File: config.mk
export PLATFORM = sky130hd
export DESIGN_NAME = palette16_color_lookup_blend
export DESIGN_NICKNAME = d
export VERILOG_FILES = /design/src/plcb_pkg.sv /design/src/plcb_palette_ram.sv /design/src/palette16_color_lookup_blend.sv
export SDC_FILE = /design/constraint.sdc
export NUM_CORES = 2
export LEC_CHECK = 0
export ABC_AREA = 1
export BUFFER_PORTS_ARGS = -buffer_cell sky130_fd_sc_hd__buf_2
export CAP_MARGIN = 20
export CORE_MARGIN = 4
export CORE_UTILIZATION = 45
export DETAILED_ROUTE_END_ITERATION = 10
export SLEW_MARGIN = 20
export SYNTH_ARGS = -nofsm -noshare
export SYNTH_HDL_FRONTEND = slang
export SYNTH_SLANG_ARGS = --single-unit
File: constraint.sdc
create_clock -name clock -period 16.6 [get_ports clock]
set_input_delay 1.66 -clock clock [delete_from_list [all_inputs] [get_ports clock]]
set_output_delay 1.66 -clock clock [all_outputs]
set_load 0.05 [all_outputs]
File: src/plcb_pkg.sv
// Shared types and constants for the palette lookup and blend block.
package plcb_pkg;

   localparam int SLOT_W     = 4;
   localparam int PAL_DEPTH  = 1 << SLOT_W;
   localparam int CHAN_W     = 8;

   localparam logic       MODE_LOOKUP = 1'b0;
   localparam logic       MODE_WRITE  = 1'b1;
   localparam logic [7:0] BRIGHT_FULL = 8'hFF;
   localparam logic [7:0] BRIGHT_OFF  = 8'h00;

   typedef struct packed {
      logic [CHAN_W-1:0] red;
      logic [CHAN_W-1:0] green;
      logic [CHAN_W-1:0] blue;
   } color_type;

   typedef struct packed {
      logic              mode;
      logic [7:0]        index;
      logic [7:0]        brightness;
      logic              blend_on;
      logic [SLOT_W-1:0] slot;
      logic [CHAN_W-1:0] entry_red;
      logic [CHAN_W-1:0] entry_green;
      logic [CHAN_W-1:0] entry_blue;
   } req_type;

   typedef struct packed {
      logic [CHAN_W-1:0] out_red;
      logic [CHAN_W-1:0] out_green;
      logic [CHAN_W-1:0] out_blue;
   } rsp_type;

endpackage

File: src/plcb_palette_ram.sv
// Palette memory: one write port, two registered read ports.
module plcb_palette_ram (
   input  logic                      clock,
   input  logic                      wr_en,
   input  logic [plcb_pkg::SLOT_W-1:0] wr_addr,
   input  plcb_pkg::color_type       wr_data,
   input  logic                      rd_en,
   input  logic [plcb_pkg::SLOT_W-1:0] rd_addr_a,
   input  logic [plcb_pkg::SLOT_W-1:0] rd_addr_b,
   output plcb_pkg::color_type       rd_data_a,
   output plcb_pkg::color_type       rd_data_b
);
   import plcb_pkg::*;

   color_type mem [PAL_DEPTH];
   color_type rd_a_ff;
   color_type rd_b_ff;

   always_ff @(posedge clock) begin
      if (wr_en) begin
         mem[wr_addr] <= wr_data;
      end
      if (rd_en) begin
         rd_a_ff <= mem[rd_addr_a];
         rd_b_ff <= mem[rd_addr_b];
      end
   end

   assign rd_data_a = rd_a_ff;
   assign rd_data_b = rd_b_ff;

endmodule

File: src/palette16_color_lookup_blend.sv
// Top level: 16-entry palette lookup with linear blend and brightness.
//
// Write items (mode 1) store one RGB color into a palette slot and give no
// result. Lookup items (mode 0) read the slot in index[7:4] and the following
// slot (15 wraps to 0) from a two-read-port palette memory in the same cycle,
// blend them by index[3:0] when blend_on is set, apply the brightness and
// return one color. The block takes one item per clock unless rsp_ready low
// stalls it. A lookup passes three register stages (memory read, blend
// multiply, brightness multiply) before its result is offered. The pipeline
// holds under rsp_ready low. A lookup must only name slots that were written
// since reset.
module palette16_color_lookup_blend (
   input  logic              clock,
   input  logic              reset,
   input  logic              req_valid,
   output logic              req_ready,
   input  plcb_pkg::req_type req_data,
   output logic              rsp_valid,
   input  logic              rsp_ready,
   output plcb_pkg::rsp_type rsp_data
);
   import plcb_pkg::*;

   // c * m >> 8 with a 9-bit multiplier m
   function automatic logic [CHAN_W-1:0] scale_mul(input logic [CHAN_W-1:0] c,
                                                   input logic [8:0] m);
      logic [CHAN_W+8:0] p;
      p = c * m;
      return p[CHAN_W+7:8];
   endfunction

   logic rdy1, rdy2, rdy3;
   logic req_xfer;
   logic wr_en;

   // stage 1: memory read
   logic       v1_ff, v1_in;
   logic       blend1_ff;
   logic [7:0] f2_1_ff;
   logic [7:0] bright1_ff;
   color_type  col_a, col_b;
   logic [SLOT_W-1:0] slot_hi, slot_nxt;

   // stage 2: blended color
   logic       v2_ff, v2_in;
   color_type  col2_ff, col2_in;
   logic [7:0] bright2_ff;

   // stage 3: output register
   logic       v3_ff, v3_in;
   rsp_type    rsp_ff, rsp_in;

   assign rdy3 = !v3_ff || rsp_ready;
   assign rdy2 = !v2_ff || rdy3;
   assign rdy1 = !v1_ff || rdy2;

   assign req_ready = rdy1;
   assign req_xfer  = req_valid && rdy1;
   assign wr_en     = req_xfer && (req_data.mode == MODE_WRITE);

   assign slot_hi  = req_data.index[7:4];
   assign slot_nxt = slot_hi + SLOT_W'(1);

   // One item per edge, so a lookup's read never meets a write in the same cycle.
   plcb_palette_ram u_ram (
      .clock     (clock),
      .wr_en     (wr_en),
      .wr_addr   (req_data.slot),
      .wr_data   ({req_data.entry_red, req_data.entry_green, req_data.entry_blue}),
      .rd_en     (rdy1),
      .rd_addr_a (slot_hi),
      .rd_addr_b (slot_nxt),
      .rd_data_a (col_a),
      .rd_data_b (col_b)
   );

   always_comb begin
      v1_in = v1_ff;
      if (rdy1) begin
         v1_in = req_xfer && (req_data.mode == MODE_LOOKUP);
      end
   end

   always_ff @(posedge clock) begin
      if (rdy1) begin
         blend1_ff  <= req_data.blend_on && (req_data.index[3:0] != 4'd0);
         f2_1_ff    <= {req_data.index[3:0], 4'd0};
         bright1_ff <= req_data.brightness;
      end
   end

   // blend: c1 * (256 - f2) + c2 * (f2 + 1), each scaled down, sum wraps
   always_comb begin
      logic [8:0] w1;
      logic [8:0] w2;
      w1 = 9'd256 - {1'b0, f2_1_ff};
      w2 = {1'b0, f2_1_ff} + 9'd1;
      col2_in = col_a;
      if (blend1_ff) begin
         col2_in.red   = scale_mul(col_a.red,   w1) + scale_mul(col_b.red,   w2);
         col2_in.green = scale_mul(col_a.green, w1) + scale_mul(col_b.green, w2);
         col2_in.blue  = scale_mul(col_a.blue,  w1) + scale_mul(col_b.blue,  w2);
      end
   end

   always_comb begin
      v2_in = v2_ff;
      if (rdy2) begin
         v2_in = v1_ff;
      end
   end

   always_ff @(posedge clock) begin
      if (rdy2) begin
         col2_ff    <= col2_in;
         bright2_ff <= bright1_ff;
      end
   end

   // brightness: full passes, zero blanks, else scale by brightness + 2
   always_comb begin
      logic [8:0] m;
      m = {1'b0, bright2_ff} + 9'd2;
      rsp_in.out_red   = scale_mul(col2_ff.red,   m);
      rsp_in.out_green = scale_mul(col2_ff.green, m);
      rsp_in.out_blue  = scale_mul(col2_ff.blue,  m);
      if (bright2_ff == BRIGHT_FULL) begin
         rsp_in = {col2_ff.red, col2_ff.green, col2_ff.blue};
      end else if (bright2_ff == BRIGHT_OFF) begin
         rsp_in = '0;
      end
   end

   always_comb begin
      v3_in = v3_ff;
      if (rdy3) begin
         v3_in = v2_ff;
      end
   end

   always_ff @(posedge clock) begin
      if (rdy3) begin
         rsp_ff <= rsp_in;
      end
   end

   always_ff @(posedge clock) begin
      if (reset) begin
         v1_ff <= 1'b0;
         v2_ff <= 1'b0;
         v3_ff <= 1'b0;
      end else begin
         v1_ff <= v1_in;
         v2_ff <= v2_in;
         v3_ff <= v3_in;
      end
   end

   assign rsp_valid = v3_ff;
   assign rsp_data  = rsp_ff;

endmodule

==> results.sh <==
export IMPL_status="complete, no violations"
export IMPL_synth_nets=4885
export IMPL_slew_viol_final=0
export IMPL_cts_buffer_depth=3
export IMPL_clkLatencyLatePin_ns=0.68
export IMPL_drtAntennaViolNets=0
export IMPL_syn_to_final_growth_pct=8.45
export IMPL_grt_overflow=0
export IMPL_yosysWarnings=0
export IMPL_fmax_mhz=161
export IMPL_async_reset_ff_frac=0
export IMPL_gp_congestion=0.863
export IMPL_synthesis_area_um2=38200
export IMPL_ir_drop_uv=239
export IMPL_crit_type="reg2reg"
export IMPL_drive_gt1_frac=0.0599
export IMPL_mostFrequentLayoutCells="inv_1, nand2_1, edfxtp_1, o21ai_0, a21oi_1"
export IMPL_slowest_stage="fa_1"
export IMPL_drtPass1Iterations=7
export IMPL_max_stage_delay_ns=0.49
export IMPL_grt_pass1_vias=28600
export IMPL_reg2reg_depth=30
export IMPL_drt_wl_total_um=101000
export IMPL_post_dp_hpwl_um=66300
export IMPL_holdPathEnd="bright2_ff[5]"
export IMPL_power_density_nw_per_um2=191
export IMPL_maxSlewHeadroom=0.250
export IMPL_drcViolationCount=0
export IMPL_grt_max_degree=144
export IMPL_setup_ws_ns=10.39
export IMPL_r2r_start="f2_1_ff[4]"
export IMPL_dieWidth_um=299
export IMPL_place_ws_ns=10.43
export IMPL_fillers=7879
export IMPL_grt_pass1_wl_um=160000
export IMPL_cts_setup_buffers=0
export IMPL_htreeDepth=2
export IMPL_required_ns=16.96
export IMPL_synth_cells=4319
export IMPL_vias=29300
export IMPL_hp_class="reg2reg"
export IMPL_critical_path_top_delay_family="adder cells"
export IMPL_post_route_min_period_ns=6.21
export IMPL_final_common_cell="inv_1"
export IMPL_cp_common_cell="nand2_1"
export IMPL_clkSinkCount=504
export IMPL_cts_hold_buf=0
export IMPL_syn_area_per_cell_um2=8.85
export IMPL_synth_edf_count=501
export IMPL_final_setup_viol_count=0
export IMPL_tightest_slew_ns=1.13
export IMPL_min_from="bright1_ff[5]"
export IMPL_final_nets=4865
export IMPL_vias_per_cell=5.34
export IMPL_critical_path_buf_inv_count=6
export IMPL_skew_ns=0.0694
export IMPL_die_y_um=299
export IMPL_hold_path_cell_count=0
export IMPL_yosys_cell_types_count=51
export IMPL_start_util=0.455
export IMPL_rows=106
export IMPL_cts_root_buf="clkbuf_16"
export IMPL_io_buffers=75
export IMPL_yosysSeqAreaShare=0.395
export IMPL_antenna_found_initial=9
export IMPL_io_pins=76
export IMPL_total_leakage_power_nw=19.3
export IMPL_clk_pin_slew_ns=0.06
export IMPL_fin_hold_ws_ns=0.420
export IMPL_ff2ff_setup_slack_ns=10.39
export IMPL_maxCapViolations=0
export IMPL_ctsResizeCount=0
export IMPL_tns_ns=0
export IMPL_core_area_um2=84000
export IMPL_wl_per_cell_um=18.5
export IMPL_startpoint_type="register"
export IMPL_track_usage=0.226
export IMPL_drt_initial_drc_count=2208
export IMPL_cts_buffers=57
export IMPL_end_kind="register"
export IMPL_dieArea_um2=89600
export IMPL_ys_ff_latch=504
export IMPL_timing_rr_end="col2_ff[15]"
export IMPL_hold_viol_final=0
export IMPL_min_period_over_period=0.374
export IMPL_rsz0062_at_grt="false"
export IMPL_arrival_ns=6.57
export IMPL_worst_path_max_fanout=43
export IMPL_synth_main_ff_cell="edfxtp_1"
export IMPL_cts_tree="built"
[where the power goes]
group          switching, mW  total, mW  internal, mW  leakage [nW]
clock                  0.537       1.24         0.699         0.897
combinational           3.14       4.96          1.82          13.7
sequential            0.0987       1.73          1.63          4.74
[how the worst max path moves through the flow]
| stage | start | endpoint | slack, ns | cells past startpoint |
|---|---|---|---|---|
| 2_1_floorplan | rsp_ready | u_ram.mem[0][0] | 10.64 | 8 |
| 3_3_place_gp | f2_1_ff[4] | col2_ff[7] | 10.55 | 31 |
| 3_5_place_dp | f2_1_ff[4] | col2_ff[7] | 10.43 | 31 |
| 4_1_cts | f2_1_ff[4] | col2_ff[15] | 10.36 | 30 |
| 5_1_grt | f2_1_ff[4] | col2_ff[7] | 9.80 | 31 |
| 6_report | f2_1_ff[4] | col2_ff[15] | 10.39 | 30 |
[area by class of cell]
class | count | area (um^2) | share of cell area
clock buffers | 70 | 1480 | 0.0356
clock inverters | 34 | 355 | 0.00858
well taps | 1134 | 1420 | 0.0342
repair buffers | 122 | 751 | 0.0181
flip-flops and latches | 504 | 15100 | 0.365
diodes | 4 | 10.0 | 0.000242
multi-input cells | 2815 | 19300 | 0.466
inverters | 799 | 3010 | 0.0726
[flip-flops by register name, summed over array words and instances (netlist names)]
signal and cells:
u_ram.mem 384, col2_ff 24, rsp_data 24, u_ram.rd_data_a 24
u_ram.rd_data_b 24, bright1_ff 8, bright2_ff 8, f2_1_ff 4
blend1_ff 1, rsp_valid 1, v1_ff 1, v2_ff 1
[stage by stage]
| stage | power, mW | instances | cell area (um^2) | util |
|---|---|---|---|---|
| after floorplan | 5.51 | 4319 | 38200 | - |
| after global placement | 6.65 | 5374 | 39600 | 0.472 |
| after detailed placement | 6.68 | 5374 | 39600 | 0.472 |
| after CTS | 7.96 | 5478 | 41400 | 0.493 |
| after global routing | 8.86 | 5478 | 41400 | 0.493 |
| final | 7.92 | 5482 | 41400 | 0.494 |
[synth_stat cells (all sizes together), types with 3 or more instances]
cell	instances	area, um^2
xor2	39	357
o31ai	23	173
o21bai	6	45.0
o211ai	54	405
clkbuf	104	390
inv	798	3000
ha	300	3750
buf	97	566
xnor2	29	269
o32ai	22	193
dfxtp	3	60.1
a21o	4	30.0
a31oi	3	18.8
edfxtp	501	15000
nand2	608	2290
o22ai	59	369
nand2b	3	18.8
nor2	381	1450
nand4	15	93.8
nand3	134	681
o21ai	450	2260
fa	216	4320
or2	4	25.0
nor3	61	310
a21oi	388	1940
[cell families (layout without fill, tap and decap cells)]
kind of cell	Yosys count	in the layout	share of synthesized area
AO/OA/AOI/OAI	1019	1019	0.145
other	0	4	0
AND/OR/NAND/NOR	1212	1212	0.129
buffers and inverters	1000	1025	0.104
XOR/XNOR	68	68	0.0164
adder cells (fa/ha/maj)	516	516	0.211
flip-flops	504	504	0.395
[layer usage]
metal  track usage  vias up  part of all wire
met4        0.0666        6             0.027
met5             0        -           0.00035
met2         0.382      807              0.48
met3        0.0296      162             0.054
met1         0.307    14000              0.44
li1              -    14300                 -
[worst reg2reg max path: cells and delay by family, from the launching register on]
kind | cells | cell delay, ns
simple gates | 13 | 1.32
buf+inv | 6 | 0.91
fa+ha+maj | 6 | 2.33
flops | 1 | 0.39
compound gates | 3 | 0.49
xor+xnor | 2 | 0.46
Power figures use the tool's default switching activity.
